**config.mk**
```make
export PLATFORM = sky130hd
export DESIGN_NAME = key_edge_long_press_decoder_top
export DESIGN_NICKNAME = d
export VERILOG_FILES = /design/src/hw/rtl/kelp_pkg.sv /design/src/hw/rtl/kelp_button.sv /design/src/hw/rtl/kelp_core.sv /design/src/hw/rtl/key_edge_long_press_decoder_top.sv
export SDC_FILE = /design/constraint.sdc
export NUM_CORES = 1
export LEC_CHECK = 0
export BUFFER_PORTS_ARGS = -buffer_cell sky130_fd_sc_hd__buf_4
export CAP_MARGIN = 20
export CORE_ASPECT_RATIO = 1.1
export CORE_MARGIN = 3
export CORE_UTILIZATION = 45
export CTS_CLUSTER_SIZE = 16
export DETAILED_ROUTE_END_ITERATION = 10
export HOLD_SLACK_MARGIN = 0.03
export PLACE_DENSITY_LB_ADDON = 0.25
export SYNTH_ARGS = -nofsm -noshare
export SYNTH_HDL_FRONTEND = slang
export SYNTH_SLANG_ARGS = --single-unit
```
**constraint.sdc**
```tcl
create_clock -name clk -period 5.8 [get_ports clk]
set_clock_uncertainty 0.1 [all_clocks]
set_input_delay 1.16 -clock clk [delete_from_list [all_inputs] [get_ports clk]]
set_output_delay 1.16 -clock clk [all_outputs]
set_load 0.05 [all_outputs]
```
**src/hw/rtl/kelp_pkg.sv**
```systemverilog
// Shared types and constants for the key edge / long press decoder.
// Used by kelp_button, kelp_core and key_edge_long_press_decoder_top.
package kelp_pkg;

  // Key bit positions in the key word
  localparam int KEY_SHIFT = 4;
  localparam int KEY_CTRL  = 5;
  localparam int KEY_Q     = 6;
  localparam int KEY_R     = 8;
  localparam int KEY_F     = 9;
  localparam int KEY_G     = 10;
  localparam int KEY_Z     = 11;
  localparam int KEY_C     = 13;
  localparam int KEY_B     = 15;

  localparam int KEY_W      = 16;
  localparam int HOLD_W     = 16;
  localparam int TRIG_W     = 8;
  localparam int REPEAT_W   = 16;
  localparam int THRESH_W   = 10;
  localparam int DIAL_W     = 11;
  localparam int CFG_IDX_W  = 2;
  localparam int CFG_DATA_W = 16;
  localparam int IN_TDATA_W  = 32;
  localparam int OUT_TDATA_W = 16;

  localparam logic [HOLD_W-1:0]   LONG_PRESS_RESET = 16'd500;
  localparam logic [TRIG_W-1:0]   TRIG_HOLD_RESET  = 8'd50;
  localparam logic [REPEAT_W-1:0] DIAL_REPEAT_RESET = 16'd300;
  localparam logic [THRESH_W-1:0] DIAL_THRESH_RESET = 10'd200;

  typedef enum logic [CFG_IDX_W-1:0] {
    REG_LONG_PRESS  = 2'd0,
    REG_TRIG_HOLD   = 2'd1,
    REG_DIAL_REPEAT = 2'd2,
    REG_DIAL_THRESH = 2'd3
  } reg_idx_t;

  typedef enum logic [2:0] {
    SPEED_NONE      = 3'd0,
    SPEED_F_SHIFT   = 3'd1,
    SPEED_F         = 3'd2,
    SPEED_DIAL_UP   = 3'd3,
    SPEED_DIAL_DOWN = 3'd4
  } speed_t;

  typedef struct packed {
    logic [HOLD_W-1:0]   long_press_ticks;
    logic [TRIG_W-1:0]   trigger_hold_ticks;
    logic [REPEAT_W-1:0] dial_repeat_ticks;
    logic [THRESH_W-1:0] dial_threshold;
  } cfg_t;

  typedef struct packed {
    logic signed [DIAL_W-1:0] dial;
    logic                     pause_button;
    logic                     trigger_button;
    logic                     fn2_button;
    logic                     fn1_button;
    logic                     ext_link_ok;
    logic [KEY_W-1:0]         keys;
  } item_t;

  typedef struct packed {
    logic   zero_force_on;
    logic   chassis_spin;
    logic   trigger_active;
    logic   screen_redraw;
    logic   zf_flip;
    speed_t speed_adjust;
    logic   trig_reverse;
    logic   volley_flip;
    logic   rapid_flip;
    logic   shot_flip;
    logic   cap_active;
    logic   mode_flip;
  } result_t;

endpackage

```
**src/hw/rtl/kelp_button.sv**
```systemverilog
// Short / long press decoder for one extension button.
// Saturating hold counter; a long press fires once per press. Uses kelp_pkg.
module kelp_button import kelp_pkg::*; (
  input  logic              clk,
  input  logic              rst,
  input  logic              en,
  input  logic              level,
  input  logic [HOLD_W-1:0] long_press_ticks,
  output logic              long_fire,
  output logic              short_release
);

  logic              button_previous;
  logic [HOLD_W-1:0] hold_count;
  logic              long_seen;
  logic [HOLD_W-1:0] hold_inc;

  always_comb begin
    hold_inc = (hold_count != {HOLD_W{1'b1}}) ? hold_count + 1'b1 : hold_count;
    long_fire = level && (hold_inc >= long_press_ticks) && !long_seen;
    short_release = !level && button_previous && !long_seen;
  end

  always_ff @(posedge clk) begin
    if (rst) begin
      button_previous <= 1'b0;
      hold_count      <= '0;
      long_seen       <= 1'b0;
    end else if (en) begin
      button_previous <= level;
      if (level) begin
        hold_count <= hold_inc;
        if (long_fire) long_seen <= 1'b1;
      end else begin
        hold_count <= '0;
        long_seen  <= 1'b0;
      end
    end
  end

endmodule

```
**src/hw/rtl/kelp_core.sv**
```systemverilog
// Per-tick decode: key edges, latches, trigger window, dial repeat.
// Holds the tick-to-tick state; uses kelp_pkg and kelp_button.
module kelp_core import kelp_pkg::*; (
  input  logic    clk,
  input  logic    rst,
  input  logic    en,
  input  item_t   item,
  input  cfg_t    cfg,
  output result_t res
);

  logic [KEY_W-1:0]    previous_keys;
  logic                spin_mode;
  logic                zero_force_latch;
  logic                cap_latch;
  logic                trigger_previous;
  logic [TRIG_W-1:0]   trigger_window;
  logic [REPEAT_W-1:0] dial_repeat;

  logic [REPEAT_W-1:0] dial_repeat_next;
  logic [TRIG_W-1:0]   trigger_window_next;
  logic [TRIG_W-1:0]   win_load;
  logic [KEY_W-1:0]    rise;
  logic                fn1, fn2, trig, pause;
  logic                fn1_long, fn1_short, fn2_long, fn2_short, pause_short;
  logic signed [DIAL_W:0] dial_x, th_pos, th_neg;
  logic                dial_up, dial_down, dial_pulse;

  // Buttons read as released while the link is down
  assign fn1   = item.ext_link_ok & item.fn1_button;
  assign fn2   = item.ext_link_ok & item.fn2_button;
  assign trig  = item.ext_link_ok & item.trigger_button;
  assign pause = item.ext_link_ok & item.pause_button;

  kelp_button u_fn1 (
    .clk(clk), .rst(rst), .en(en), .level(fn1),
    .long_press_ticks(cfg.long_press_ticks),
    .long_fire(fn1_long), .short_release(fn1_short)
  );

  kelp_button u_fn2 (
    .clk(clk), .rst(rst), .en(en), .level(fn2),
    .long_press_ticks(cfg.long_press_ticks),
    .long_fire(fn2_long), .short_release(fn2_short)
  );

  // Pause long press only suppresses the cap toggle on release
  kelp_button u_pause (
    .clk(clk), .rst(rst), .en(en), .level(pause),
    .long_press_ticks(cfg.long_press_ticks),
    .long_fire(), .short_release(pause_short)
  );

  always_comb begin
    rise = item.keys & ~previous_keys;

    win_load = (trig && !trigger_previous) ? cfg.trigger_hold_ticks : trigger_window;
    trigger_window_next = (win_load != '0) ? win_load - 1'b1 : win_load;

    dial_x = {item.dial[DIAL_W-1], item.dial};
    th_pos = $signed({2'b00, cfg.dial_threshold});
    th_neg = -th_pos;
    dial_up   = dial_x > th_pos;
    dial_down = dial_x < th_neg;
    dial_pulse = 1'b0;
    dial_repeat_next = dial_repeat;
    if (item.ext_link_ok) begin
      if (dial_up || dial_down) begin
        if (dial_repeat == '0) begin
          dial_pulse = 1'b1;
          dial_repeat_next = cfg.dial_repeat_ticks;
        end else begin
          dial_repeat_next = dial_repeat - 1'b1;
        end
      end else begin
        dial_repeat_next = '0;
      end
    end

    res.mode_flip    = rise[KEY_CTRL];
    res.cap_active   = item.keys[KEY_SHIFT] | cap_latch;
    res.shot_flip    = rise[KEY_Q] | fn1_short;
    res.rapid_flip   = rise[KEY_C] | fn1_long;
    res.volley_flip  = rise[KEY_R] | fn2_short;
    res.trig_reverse = rise[KEY_G] | fn2_long;
    if (dial_pulse) begin
      res.speed_adjust = dial_up ? SPEED_DIAL_UP : SPEED_DIAL_DOWN;
    end else if (rise[KEY_F]) begin
      res.speed_adjust = item.keys[KEY_SHIFT] ? SPEED_F_SHIFT : SPEED_F;
    end else begin
      res.speed_adjust = SPEED_NONE;
    end
    res.zf_flip           = rise[KEY_Z];
    res.screen_redraw     = rise[KEY_B];
    res.trigger_active    = win_load != '0;
    res.chassis_spin      = spin_mode ^ rise[KEY_CTRL];
    res.zero_force_on     = zero_force_latch ^ rise[KEY_Z];
  end

  always_ff @(posedge clk) begin
    if (rst) begin
      previous_keys    <= '0;
      spin_mode        <= 1'b0;
      zero_force_latch <= 1'b0;
      cap_latch        <= 1'b0;
      trigger_previous <= 1'b0;
      trigger_window   <= '0;
      dial_repeat      <= '0;
    end else if (en) begin
      previous_keys    <= item.keys;
      spin_mode        <= res.chassis_spin;
      zero_force_latch <= res.zero_force_on;
      cap_latch        <= cap_latch ^ pause_short;
      trigger_previous <= trig;
      trigger_window   <= trigger_window_next;
      dial_repeat      <= dial_repeat_next;
    end
  end

endmodule

```
**src/hw/rtl/key_edge_long_press_decoder_top.sv**
```systemverilog
// Top level of the key edge / long press decoder: stream ports, config
// registers, input and result registers. Uses kelp_pkg and kelp_core.
//
// Usage:
//  - One input transfer on the s_ side is one millisecond tick: key word,
//    extension link flag (s_tuser), four extension buttons and the dial.
//  - Every accepted tick yields exactly one result transfer on the m_ side:
//    command pulses, speed code, trigger window flag and latch states.
//  - The tick is held in an input register, decoded by short logic in
//    kelp_core and captured in the result register; m_tvalid rises when
//    the result register takes the tick from the input register.
//  - Throughput is one tick per cycle while the receiver does not stall;
//    the core state updates in the same cycle that moves a tick into the
//    result register.
//  - When the receiver stalls, the result register holds and the input
//    register keeps accepting until it is also full, then s_tready drops.
//  - Configuration writes on cfg_* are always taken (cfg_ready high); write
//    them only while no tick is in flight.
//  - Reset (rst, synchronous) restores register defaults (500, 50, 300,
//    200), clears all latches, counters and edge history, and empties both
//    stages.
module key_edge_long_press_decoder_top import kelp_pkg::*; (
  input  logic                   clk,
  input  logic                   rst,
  // fields from bit 0: keys[15:0], fn1_button, fn2_button, trigger_button,
  // pause_button, dial[10:0], zero pad
  input  logic [IN_TDATA_W-1:0]  s_tdata,
  // ext_link_ok
  input  logic                   s_tuser,
  input  logic                   s_tvalid,
  output logic                   s_tready,
  // fields from bit 0: mode_flip, cap_active, shot_flip, rapid_flip,
  // volley_flip, trig_reverse, speed_adjust[2:0], zf_flip, screen_redraw,
  // trigger_active, chassis_spin, zero_force_on, zero pad
  output logic [OUT_TDATA_W-1:0] m_tdata,
  output logic                   m_tvalid,
  input  logic                   m_tready,
  input  logic                   cfg_valid,
  output logic                   cfg_ready,
  input  logic [CFG_IDX_W-1:0]   cfg_index,
  input  logic [CFG_DATA_W-1:0]  cfg_data
);

  cfg_t    cfg;
  item_t   in_item;
  logic    in_valid;
  result_t res;
  result_t out_res;
  logic    advance;
  logic    core_en;

  assign cfg_ready = 1'b1;

  // Configuration registers
  always_ff @(posedge clk) begin
    if (rst) begin
      cfg.long_press_ticks   <= LONG_PRESS_RESET;
      cfg.trigger_hold_ticks <= TRIG_HOLD_RESET;
      cfg.dial_repeat_ticks  <= DIAL_REPEAT_RESET;
      cfg.dial_threshold     <= DIAL_THRESH_RESET;
    end else if (cfg_valid && cfg_ready) begin
      unique case (reg_idx_t'(cfg_index))
        REG_LONG_PRESS:  cfg.long_press_ticks   <= cfg_data[HOLD_W-1:0];
        REG_TRIG_HOLD:   cfg.trigger_hold_ticks <= cfg_data[TRIG_W-1:0];
        REG_DIAL_REPEAT: cfg.dial_repeat_ticks  <= cfg_data[REPEAT_W-1:0];
        REG_DIAL_THRESH: cfg.dial_threshold     <= cfg_data[THRESH_W-1:0];
        default: ;
      endcase
    end
  end

  // Result register can take a new tick when empty or being drained
  assign advance  = !m_tvalid || m_tready;
  assign core_en  = in_valid && advance;
  assign s_tready = !in_valid || advance;

  // Input register
  always_ff @(posedge clk) begin
    if (rst) begin
      in_valid <= 1'b0;
    end else if (s_tready) begin
      in_valid <= s_tvalid;
    end
  end

  always_ff @(posedge clk) begin
    if (s_tvalid && s_tready) begin
      in_item.keys           <= s_tdata[15:0];
      in_item.fn1_button     <= s_tdata[16];
      in_item.fn2_button     <= s_tdata[17];
      in_item.trigger_button <= s_tdata[18];
      in_item.pause_button   <= s_tdata[19];
      in_item.dial           <= $signed(s_tdata[30:20]);
      in_item.ext_link_ok    <= s_tuser;
    end
  end

  kelp_core u_core (
    .clk(clk), .rst(rst), .en(core_en),
    .item(in_item), .cfg(cfg), .res(res)
  );

  // Result register
  always_ff @(posedge clk) begin
    if (rst) begin
      m_tvalid <= 1'b0;
    end else if (advance) begin
      m_tvalid <= in_valid;
    end
  end

  always_ff @(posedge clk) begin
    if (core_en) out_res <= res;
  end

  assign m_tdata = {2'b00, out_res};

  // Input side stalls only behind a stalled, full result register
  assert property (@(posedge clk) disable iff (rst)
    !s_tready |-> (m_tvalid && !m_tready))
    else $error("input stalled without an output stall");

  // Speed code stays within its defined range
  assert property (@(posedge clk) disable iff (rst)
    m_tvalid |-> (m_tdata[8:6] <= SPEED_DIAL_DOWN))
    else $error("speed code out of range");

  // A tick in the input stage leaves when the result side drains
  assert property (@(posedge clk) disable iff (rst)
    (in_valid && !s_tvalid && advance) |=> (m_tvalid && !in_valid))
    else $error("tick lost between stages");

  // Both stages empty after reset
  assert property (@(posedge clk)
    rst |=> (!m_tvalid && !in_valid))
    else $error("stages not empty after reset");

endmodule
```
Word-level counts from Yosys, hierarchy flattened
Cells that the tools add are included.

Output and inout bits: 19. Flip-flop bits (word level): 196. Logic and storage cells: 136.

Mux-type cells: 23. Bitwise logic cells: 14. Reduce and logical (&&, ||, !) cells: 38. Magnitude comparators: 5. Eq/ne operators: 9. Add/subtract/negate cells: 6.

Operators with widths (number): 16-bit 2-to-1 mux (8); 16-bit by 1-bit adder with 16-bit output (second input constant) (3); 16-bit >= comparator (3); 16-bit inequality test (second input constant) (3); 16-bit AND (1); 16-bit zero test (1); 8-bit 2-to-1 mux (2); 16-bit NOT (1); 2-bit AND reduction (8); 16-bit by 1-bit subtractor with 16-bit output (second input constant) (1); 1-bit logical AND (15); 11-bit by 12-bit less-than comparator with 1-bit output (1); 10-bit negation with 12-bit output (1); 11-bit greater-than comparator (1); 1-bit zero test (9); 1-bit 2-to-1 mux (9); 3-bit 2-to-1 mux (3); 8-bit nonzero test (1); 8-bit by 1-bit subtractor with 8-bit output (second input constant) (1); 2-bit by 1-bit inequality test with 1-bit output (second input constant) (3); 1-bit OR (5); 1-bit AND (4); 2-bit equality test (second input constant) (2); 1-bit logical OR (3); other kinds (4) (6).

Longest topological paths before layout
Gate-level depths: netlist of the first run.

Word-level depth: 7. Depth in mapped cells: 15. Depth with buffers taken out: 15.

Modules after synthesis
A second synthesis of the first run with hierarchy kept.

Cell total of the unflattened synthesis: 1287. Area total of the unflattened synthesis: 11482.3 um^2.

By module, submodules not included: key_edge_long_press_decoder_top (cells an instance 259, area each 3552.2 um^2, times used 1); kelp_button (u_core.u_fn1 ...) (cells an instance 227, area each 1706.6 um^2, times used 2); kelp_core (cells an instance 366, area each 2906.5 um^2, times used 1); kelp_button (u_core.u_fn2) (cells an instance 208, area each 1610.3 um^2, times used 1).

Worst setup path before layout of the first run
OpenSTA, ideal clock, no wires.

Path kind: register to register. Start: register u_core.u_fn1.hold_count[0]. End: register out_res, in the netlist m_tdata[3] (data pin). Period minus slack after synthesis: 3.091 ns. Library setup time: 0.262 ns. Arrival time: 2.730 ns. Path slack: 2.709 ns. Buffers on the path: 0. Stages on the path, launching flop included: 15. Cell sequence: dfxtp_1 > ha_1 > and2_1 > nand4_1 > nor2_2 > nor2_1 > nand2_1 > xnor2_1 > ha_1 > a21o_1 > a2111oi_0 > o21ai_0 > a21oi_1 > o21a_1 > o32ai_1.

RTL lines: start, declared (line kelp_button.sv:14) `logic [HOLD_W-1:0] hold_count;`; start signal, assigned (line kelp_button.sv:32) `hold_count <= hold_inc;`; end signal, assigned (line key_edge_long_press_decoder_top.sv:113) `if (core_en) out_res <= res;`; end, declared (line key_edge_long_press_decoder_top.sv:48) `result_t out_res;`.

==> results of run 1 <==
stage by stage:
step                std cells  instance area, µm²  setup WS, ps
floorplan                1150                9900          2710
global placement         1463               10600          2290
detailed placement       1463               10600          2230
CTS                      1495               11200          2200
global route             1496               11200          1730
finish                   1496               11200          2160
worst max-delay path, delay by kind of cell (launching register included):
family	cells	cell delay, ps
XOR/XNOR	1	140
adder cells (fa/ha/maj)	1	280
flip-flops	1	480
AO/OA/AOI/OAI	6	1120
AND/OR/NAND/NOR	5	1280
how the worst max path moves through the flow:
stage | end | slack, ps | cells after the start
final | m_tdata[3]$_DFFE_PP_ | 2160 | 13
after global routing | m_tdata[5]$_DFFE_PP_ | 1730 | 13
after CTS | m_tdata[3]$_DFFE_PP_ | 2200 | 14
after detailed placement | m_tdata[3]$_DFFE_PP_ | 2230 | 14
after global placement | m_tdata[5]$_DFFE_PP_ | 2290 | 13
after floorplan | m_tdata[3]$_DFFE_PP_ | 2710 | 14
state kept, by name, indices dropped and copies added (netlist names), 8 cells and up:
name                       flops
cfg                           50
in_item                       25
u_core.dial_repeat            16
u_core.u_fn1.hold_count       16
u_core.u_fn2.hold_count       16
u_core.u_pause.hold_count     16
m_tdata                       14
u_core.previous_keys           8
u_core.trigger_window          8
power groups by stage:
stage	sequential (mW)	combinational [mW]	clock, mW
floorplan	1.41	0.277	0
global placement	1.39	0.396	0
detailed placement	1.39	0.404	0
CTS	1.37	0.406	1.20
global route	1.37	0.457	1.25
finish	1.37	0.404	1.18
cell type report:
type | count | area share
multi-input cells | 874 | 0.493
flip-flops and latches | 181 | 0.359
repair buffers | 70 | 0.0473
clock buffers | 19 | 0.0406
well taps | 290 | 0.0324
inverters | 49 | 0.0164
clock inverters | 13 | 0.0115
per-layer routing:
| layer | wire [µm] | up-vias |
|---|---|---|
| met4 | 479 | 0 |
| met2 | 11500 | 155 |
| li1 | - | 4199 |
| met3 | 966 | 32 |
| met1 | 11000 | 3862 |
| met5 | 0 | - |
Yosys cell counts (all sizes together) (9+ instances only):
library cell / instances / area (µm²)
a211o: 14 / 123
clkbuf: 32 / 120
and3: 17 / 106
xor2: 20 / 175
nand3: 34 / 170
o31ai: 19 / 143
nand4: 19 / 125
mux2i: 16 / 164
o21ai: 65 / 329
nand2b: 9 / 56.3
a31oi: 9 / 56.3
nor2: 102 / 388
dfxtp: 142 / 2840
inv: 49 / 184
a21oi: 107 / 536
ha: 75 / 938
a21o: 23 / 173
nor3: 23 / 131
o21a: 9 / 67.6
nand2: 163 / 614
nand3b: 12 / 93.8
edfxtp: 39 / 1170
buf: 14 / 83.8
xnor2: 25 / 219
placed cells by master (no fill, tap or decap), types with 5 or more instances in the layout:
cell	instances
a22oi_1	6
a21o_1	23
xor2_1	20
buf_4	69
edfxtp_1	39
mux2i_1	15
a211oi_1	5
and3_1	17
nor4_1	8
inv_1	48
a22o_1	5
o21ai_0	60
nand2_1	162
ha_1	75
nand2b_1	9
nand4_1	18
and2_1	8
nor3_1	21
a211o_1	14
o21a_1	9
o31ai_1	19
nand3b_1	11
and4_1	7
nor2_1	99
a31oi_1	9
or3_1	6
dfxtp_1	142
clkbuf_16	18
xnor2_1	25
nand3_1	34
nor2b_1	7
a21oi_1	107
inv_6	6
cells by family after synthesis:
kind of cell / share of synthesized area
and+or+nand+nor: 0.211
adders and majority gates: 0.0948
other: 0.000759
muxes: 0.0200
DFF: 0.405
buffers and inverters: 0.0392
AOI/OAI and AO/OA: 0.189
xor gates and xnor gates: 0.0398
==> qor.csv, run 1 <==
metric;value;unit
status;completed;
avgRoutedWirePerCell;16.1;µm
fmax;275;MHz
maxSlewViolCount;0;
seq_area_frac_synth;0.405;
hold_path.class;reg -> reg;
io_pins;75;
p_clk_frac;0.399;
drt_iter0_drc;526;
async_flop_share;0;
p_int;2.12;mW
timing.rr.end;m_tdata[3]$_DFFE_PP_;
worstPathRequired;5880;ps
grt_use_met2;0.348;
period_needed;3640;ps
worst_pin_slew;975;ps
maxSlewHeadroom;0.349;
grt.overflow.total;0;
rrSetupSlack;2160;ps
avgSynthCellArea;8.62;µm²
r2r-start;u_core.u_fn1.hold_count[6]$_SDFFE_PP0P_;
initial_core_util;0.462;
clock_path_buffers;2;
dieArea;0.0238;mm²
grt_max_degree;62;
nNetsFinal;1324;
numCtsBuffers;17;
setup_viol;0;
cts_resized;0;
cts_sinks;181;
period_share;0.627;
multi_input_area;0.00551;mm²
cp-start-kind;flip-flop;
critPathSlowestCell;dfxtp_1;
gr-usage-met3;0.0331;
yosys_warnings;0;
clock-root-buffer;clkbuf_16;
finalSetupTns;0;ps
holdCritStartpoint;u_core.previous_keys[8]$_SDFFE_PP0P_;
grt_usage;0.207;
path_cells;and3_1 -> nand4_1 -> nor2_2 -> nor2_1 -> nand2_1 -> xnor2_1 -> ha_1 -> a21o_1 -> a2111oi_0 -> o21ai_0 -> a21oi_1 -> o21a_1 -> o32ai_1;
routabilityCongestion;0.846;
fill_cells;2078;
seq_power_share;0.464;
drive_above_1_share;0.108;
vias_per_cell;5.51;
numPortBuffers;63;
syn-cell-area;0.00990;mm²
worstHoldEndpoint;u_core.previous_keys[8]$_SDFFE_PP0P_;
grt_pass1_vias;7893;
cts_max_level;4;
power;2.95;mW
power.density;264;mW/mm²
worst-path-max-fanout;7;
peakVddDrop;0.168;mV
critical_path_class;reg -> reg;
hold_slack;355;ps
final_util;0.522;
leakage;4.72;nW
rsz0062_at_grt;false;
grt_pass1_wl;39700;µm
area_growth_syn_to_layout;13.0;%
critical_path_arrival;3720;ps
synth_edf_count;39;
ant_nets;0;
power_frac_comb;0.137;
ys_ff_latch;181;
synthCells;1149;
hold_viol;0;
worstSkewPairLatency;440;ps
tritoncts;done;
synth_ff_type;dfxtp_1;
swShare;0.282;
dpl.hpwl;16800;µm
dieHeight;162;µm
yosys.cell_types.count;79;
drv_cap;0;
seq_area;0.00401;mm²
core-area;0.0214;mm²
hold_depth;2;
remaining_drc_errors;0;
routed_wl;24000;µm
die_x;147;µm
clkTransAtPathRegs;70;ps
diodes;0;
slowest_delay;480;ps
rows;56;
p_sw;0.831;mW
crit_start;u_core.u_fn1.hold_count[6]$_SDFFE_PP0P_;
cts_hold_buf;0;
cts_setup_buffers;0;
reg2reg_depth;13;
top_usage_layer;met2;
end_kind;flip-flop;
grt_use_met1;0.273;
antenna_found_initial;0;
first_pass_iters;5;
vias;8248;
No activity file was read; power rests on OpenSTA's default activity.
==> run 2: changes to the inputs <==
==> constraint.sdc (replaced) <==
create_clock -name clk -period 3.6 [get_ports clk]
set_clock_uncertainty 0.1 [all_clocks]
set_input_delay 0.72 -clock clk [delete_from_list [all_inputs] [get_ports clk]]
set_output_delay 0.72 -clock clk [all_outputs]
set_load 0.05 [all_outputs]
==> run 2 against run 1 <==
Against the previous run: power grew 60%; global-route usage grew 0.24 points; fmax grew 6.9%; non-clock buffer count grew 16; clock-buffer cell count shrank 1; clock power grew 57%; sequential power grew 61%; via count grew 2.9%; first-iteration DRC count grew 12%; flip-flop and latch count is the same; critical path depth grew 1.
==> qor.csv, run 2 (synthesis results as in run 1) <==
metric;value;unit;change
status;completed;;
die_x;147;µm;unchanged
final_cell_mix;162 x nand2_1, 141 x dfxtp_1, 106 x a21oi_1, 98 x nor2_1, 86 x buf_4;;
dpl.hpwl;17300;µm;+2.6%
critical_path_arrival;3480;ps;-240 ps
critical_path_class;reg -> reg;;
slowest_delay;430;ps;-50 ps
cp-endpoint;m_tdata[3]$_DFFE_PP_;;
timing.rr.end;m_tdata[3]$_DFFE_PP_;;
place_inst;1479;;+1.1%
p_int;3.34;mW;+58%
p_sw;1.38;mW;+66%
worst-path-max-fanout;6;;-1
numPortBuffers;63;;unchanged
clock_path_buffers;2;;unchanged
rows;56;;unchanged
final_util;0.528;;+0.00665
power.density;416;mW/mm²;+58%
drt_iter0_drc;588;;+12%
initial_core_util;0.462;;unchanged
leakage;4.80;nW;+1.7%
swShare;0.292;;+0.00979
hold_path.class;in -> reg;;
drive_above_1_share;0.125;;+0.0174
grt_usage;0.209;;+0.00236
routed_wl;24400;µm;+1.4%
core-area;0.0214;mm²;unchanged
antenna_found_initial;0;;unchanged
hold_slack;351;ps;-3.51 ps
vias;8487;;+2.9%
grt.overflow.total;0;;unchanged
end_kind;flip-flop;;
final_common_cell;nand2_1;;
drv_cap;0;;unchanged
rrSetupSlack;200;ps;-1960 ps
routabilityCongestion;0.862;;+1.9%
worst_pin_slew;732;ps;-243 ps
regMostFlops;cfg;;
r2r-start;u_core.u_fn1.hold_count[0]$_SDFFE_PP0P_;;
crit_start;u_core.u_fn1.hold_count[0]$_SDFFE_PP0P_;;
clkTransAtPathRegs;80;ps;about the same
peakVddDrop;0.301;mV;+78%
nNetsFinal;1340;;+1.2%
dieArea;0.0238;mm²;unchanged
diodes;0;;unchanged
first_pass_iters;5;;unchanged
maxSlewHeadroom;0.510;;+0.161
path_cells;ha_1 -> and2_1 -> nand4_1 -> nor2_2 -> nor2_2 -> nand2_1 -> xnor2_1 -> ha_1 -> a21o_1 -> a2111oi_1 -> o21ai_1 -> a21oi_1 -> o21a_1 -> o32ai_1;;
maxSlewViolCount;0;;unchanged
cts_hold_buf;0;;unchanged
cts_sinks;181;;unchanged
seq_power_share;0.467;;+0.003
worstPathRequired;3680;ps;-2200 ps
grt_pass1_wl;40500;µm;+1.9%
setup_viol;0;;unchanged
vias_per_cell;5.61;;+1.8%
remaining_drc_errors;0;;unchanged
critPathSlowestCell;dfxtp_1;;
dieHeight;162;µm;unchanged
tritoncts;done;;
top_regs;cfg (50), in_item (25);;
io_pins;75;;unchanged
ant_nets;0;;unchanged
period_needed;3400;ps;-235 ps
worstSkewPairLatency;440;ps;about the same
cts_max_level;4;;unchanged
reg2reg_depth;14;;+1
avgRoutedWirePerCell;16.1;µm;+0.36%
p_clk_frac;0.392;;-0.007
largest_register_ffs;50;;unchanged
grt_pass1_vias;8023;;+1.6%
power_frac_comb;0.142;;+0.005
hold_viol;0;;unchanged
area_growth_syn_to_layout;14.4;%;
grt_max_degree;60;;-3.2%
rsz0062_at_grt;false;;
finalSetupTns;0;ps;unchanged
clock-root-buffer;clkbuf_16;;
fmax;294;MHz;+6.9%
numCtsBuffers;17;;unchanged
hold_depth;1;;-1
cp-start-kind;flip-flop;;
fin_cells;1512;;+1.1%
period_share;0.945;;+0.318
run 2: changes by cell type in the layout (fill, tap and decap cells not counted), moves of 2 or more:
cell,before,now
inv_6,6,2
buf_4,69,86
a2111oi_0,2,0
inv_8,2,5
a2111oi_1,0,2
clkinv_4,0,3
run 2: area by class of cell:
class / count / area, µm²
flip-flops and latches: 181 / 4020
well taps: 290 / 363
clock inverters: 14 / 134
repair buffers: 86 / 646
inverters: 49 / 184
multi-input cells: 874 / 5550
clock buffers: 18 / 439
fillers: 2028 / 10100
run 2: per-stage QoR:
step	setup slack (ps)	area [µm²]	total power, mW
final	199	11300	4.72
after global routing	10.8	11300	4.91
after CTS	138	11300	4.75
after detailed placement	186	10700	2.91
after global placement	273	10700	2.90
after floorplan	509	9900	2.72
run 2: worst max-delay path, delay by kind of cell (launching register included):
kind / cells / cell delay, ps
AOI/OAI and AO/OA: 6 / 1210
DFF: 1 / 430
adders and majority gates: 2 / 510
xor gates and xnor gates: 1 / 120
and+or+nand+nor: 5 / 780
run 2: worst min-delay path by stage:
stage	startpoint	end	slack, ps
after global routing	s_tdata[11]	in_item[11]$_DFFE_PP_	330
after global placement	u_core.previous_keys[8]$_SDFFE_PP0P_	u_core.previous_keys[8]$_SDFFE_PP0P_	340
after floorplan	u_core.previous_keys[9]$_SDFFE_PP0P_	u_core.previous_keys[9]$_SDFFE_PP0P_	330
final	s_tuser	in_item[16]$_DFFE_PP_	350
after CTS	s_tdata[11]	in_item[11]$_DFFE_PP_	330
after detailed placement	cfg[37]$_SDFFE_PP0P_	cfg[37]$_SDFFE_PP0P_	350
run 2: layer usage:
layer / wire [µm] / part of all wire / track usage
met5: 0 / 0 / 0
met4: 684 / 0.028 / 0.0822
met3: 1250 / 0.051 / 0.0424
met2: 11400 / 0.47 / 0.344
met1: 11000 / 0.45 / 0.270
run 2: repair_timing:
action,CTS,global route
gates resized for setup,0,10
setup endpoints to repair,0,4
buffers inserted,0,1
endpoints found under the hold margin,0,0
run 2: power by group through the flow:
stage	Sequential [mW]	Clock, mW	Combinational [mW]
2_1_floorplan	2.27	0	0.447
3_3_place_gp	2.25	0	0.654
3_5_place_dp	2.25	0	0.664
4_1_cts	2.20	1.89	0.667
5_1_grt	2.21	1.96	0.746
6_report	2.20	1.85	0.668
==> run 3: changes to the inputs <==
--- a/config.mk
+++ b/config.mk
@@ -5,6 +5,7 @@
 export SDC_FILE = /design/constraint.sdc
 export NUM_CORES = 1
 export LEC_CHECK = 0
+export ABC_AREA = 1
 export BUFFER_PORTS_ARGS = -buffer_cell sky130_fd_sc_hd__buf_4
 export CAP_MARGIN = 20
 export CORE_ASPECT_RATIO = 1.1
==> run 3 against run 2 <==
Against the previous run: critical path depth increased by 1; final cell count increased by 18%; fmax increased by 9.6%; combinational power increased by 46%; critical path type unchanged; via count increased by 5.9%; first-iteration DRC count decreased by 2.6%; synthesized cell count increased by 24%; setup slack improved by 300 ps; largest power group unchanged; sequential share of layout area decreased by 1.0 points; die area increased by 4.0%; clock power increased by 6%.
==> qor.csv, run 3 <==
metric;value;unit;change
status;completed;;
yosys.cell_types.count;43;;-46%
cp-start-kind;flip-flop;;
syn-cell-area;0.0103;mm²;+4.2%
worst-path-max-fanout;13;;+7
worstPathRequired;3670;ps;about the same
worstSkewPairLatency;430;ps;about the same
synthMostInstantiatedCell;nand2_1;;
diodes;0;;unchanged
place_inst;1748;;+18%
cts_setup_buffers;0;;unchanged
maxSlewViolCount;0;;unchanged
drv_cap;0;;unchanged
drive_above_1_share;0.0929;;-0.0323
cts_sinks;181;;unchanged
multi_input_area;0.00545;mm²;-1.7%
routed_wl;23800;µm;-2.4%
leakage;5.22;nW;+8.7%
die_x;150;µm;+2.0%
cts_resized;0;;unchanged
io_pins;75;;unchanged
power.density;443;mW/mm²;+6.3%
ant_nets;0;;unchanged
setup_viol;0;;unchanged
grt.overflow.total;0;;unchanged
p_int;3.65;mW;+9.2%
final_cell_mix;374 x nand2_1, 165 x inv_1, 154 x a21oi_1, 142 x dfxtp_1, 123 x nor2_1;;
top_regs;cfg (50), in_item (25);;
regMostFlops;cfg;;
p_clk_frac;0.380;;-0.012
seq_area_frac_synth;0.389;;-0.0163
dpl.hpwl;17100;µm;-1.2%
synthCells;1424;;+24%
nNetsFinal;1603;;+20%
peakVddDrop;0.438;mV;+46%
yosys.area.top_type;dfxtp_1;;
first_pass_iters;7;;+2
period_share;0.862;;-0.0829
drt_iter0_drc;573;;-2.6%
cts_max_level;4;;unchanged
period_needed;3100;ps;-298 ps
swShare;0.293;;+0.00129
worst_pin_slew;930;ps;+198 ps
avgRoutedWirePerCell;13.4;µm;-17%
synth_edf_count;39;;unchanged
fmax;322;MHz;+9.6%
initial_core_util;0.462;;about the same
final_common_cell;nand2_1;;
remaining_drc_errors;0;;unchanged
tritoncts;done;;
hold_path.class;reg -> reg;;
largest_register_ffs;50;;unchanged
yosys_warnings;0;;unchanged
numCtsBuffers;17;;unchanged
rsz0062_at_grt;false;;
synth_top_area_frac;0.276;;-0.0115
p_sw;1.51;mW;+9.9%
hold_viol;0;;unchanged
core-area;0.0223;mm²;+4.1%
routabilityCongestion;0.898;;+4.2%
synth_top_cells_by_area;dfxtp_1 28%, nand2_1 14%, edfxtp_1 11%;;
finalSetupTns;0;ps;unchanged
area_growth_syn_to_layout;13.0;%;
power_frac_comb;0.189;;+0.047
clock-root-buffer;clkbuf_16;;
grt_pass1_vias;8413;;+4.9%
numPortBuffers;63;;unchanged
dieArea;0.0248;mm²;+4.0%
grt_usage;0.199;;-0.00954
clkTransAtPathRegs;70;ps;about the same
seq_area;0.00401;mm²;about the same
synth_ff_type;dfxtp_1;;
rrSetupSlack;500;ps;+300 ps
maxSlewHeadroom;0.379;;-0.131
fill_cells;2203;;+8.6%
avgSynthCellArea;7.24;µm²;-16%
critical_path_arrival;3170;ps;-310 ps
grt_pass1_wl;40400;µm;-0.15%
antenna_found_initial;0;;unchanged
grt_max_degree;76;;+27%
vias;8986;;+5.9%
vias_per_cell;5.05;;-10%
ys_ff_latch;181;;unchanged
cts_hold_buf;0;;unchanged
critical_path_class;reg -> reg;;
end_kind;flip-flop;;
synthTopCellsByCount;375 x nand2_1, 165 x inv_1, 154 x a21oi_1;;
clock_path_buffers;2;;unchanged
fin_cells;1780;;+18%
rows;57;;+1.8%
async_flop_share;0;;unchanged
seq_power_share;0.431;;-0.036
dieHeight;165;µm;+2.0%
[run 3: cell types whose count changed in the layout (fill, tap and decap cells not counted), moves of 18 or more]
cell	previous run	this run
nand3_1	34	74
o21ai_0	59	81
nand2_1	162	374
inv_1	48	165
a21oi_1	106	154
o31ai_1	19	1
nor2_1	98	123
a21o_1	23	1
[run 3: final timing paths]
kind                                      startpoint              endpoint  cells past startpoint
max reg2reg  u_core.u_fn1.hold_count[0]$_SDFFE_PP0P_  m_tdata[3]$_DFFE_PP_                     15
max          u_core.u_fn1.hold_count[0]$_SDFFE_PP0P_  m_tdata[3]$_DFFE_PP_                     15
min                             cfg[25]$_SDFFE_PP0P_  cfg[25]$_SDFFE_PP0P_                      2
min reg2reg                     cfg[25]$_SDFFE_PP0P_  cfg[25]$_SDFFE_PP0P_                      2
[run 3: area by class of cell]
| type | count | area share |
|---|---|---|
| multi-input combinational | 1029 | 0.468 |
| sequential | 181 | 0.344 |
| inverter | 168 | 0.0541 |
| timing repair buffer | 75 | 0.0483 |
| clock buffer | 22 | 0.0426 |
| tap | 295 | 0.0317 |
| clock inverter | 10 | 0.0111 |
[run 3: metal layers]
layer	GRT usage	vias to the layer above	routed length (µm)
met5	0	-	0
met4	0.0528	0	281
met3	0.0285	20	971
met2	0.333	148	11100
met1	0.271	4083	11400
li1	-	4735	-
[run 3: critical path, stage by stage, from the launching register on]
cell and delay, ps:
dfxtp_1 410, ha_1 240, nand3_2 110, nor2_2 150, nand2_2 110, nor2_2 160, inv_1 210, o21ai_0 240
ha_1 330, a21oi_1 150, o21a_1 120, nand2_1 50, nand2_1 50, nand3_1 160, nand3_1 120, o21ai_0 110
[run 3: kinds of logic after synthesis]
family,synth area share
AND/OR/NAND/NOR,0.260
AO/OA/AOI/OAI,0.137
buffers and inverters,0.0828
flip-flops,0.389
adder cells (fa/ha/maj),0.0910
XOR/XNOR,0.0391
other,0.000728
[run 3: stage by stage]
stage,total power [mW],util,instance area (µm²),worst slack (ps),hold slack (ps)
final,5.16,0.522,11700,497,355
after floorplan,3.03,-,10300,932,329
after CTS,5.19,0.522,11700,537,348
after global routing,5.45,0.522,11700,222,346
after detailed placement,3.24,0.494,11000,547,347
after global placement,3.22,0.494,11000,567,339
[run 3: power by group through the flow]
stage                     Clock [mW]  Combinational, mW  Sequential (mW)
after floorplan                    0              0.738             2.29
after global placement             0              0.955             2.27
after detailed placement           0              0.971             2.27
after CTS                       1.99              0.977             2.23
after global routing            2.08               1.13             2.24
final                           1.96              0.974             2.23
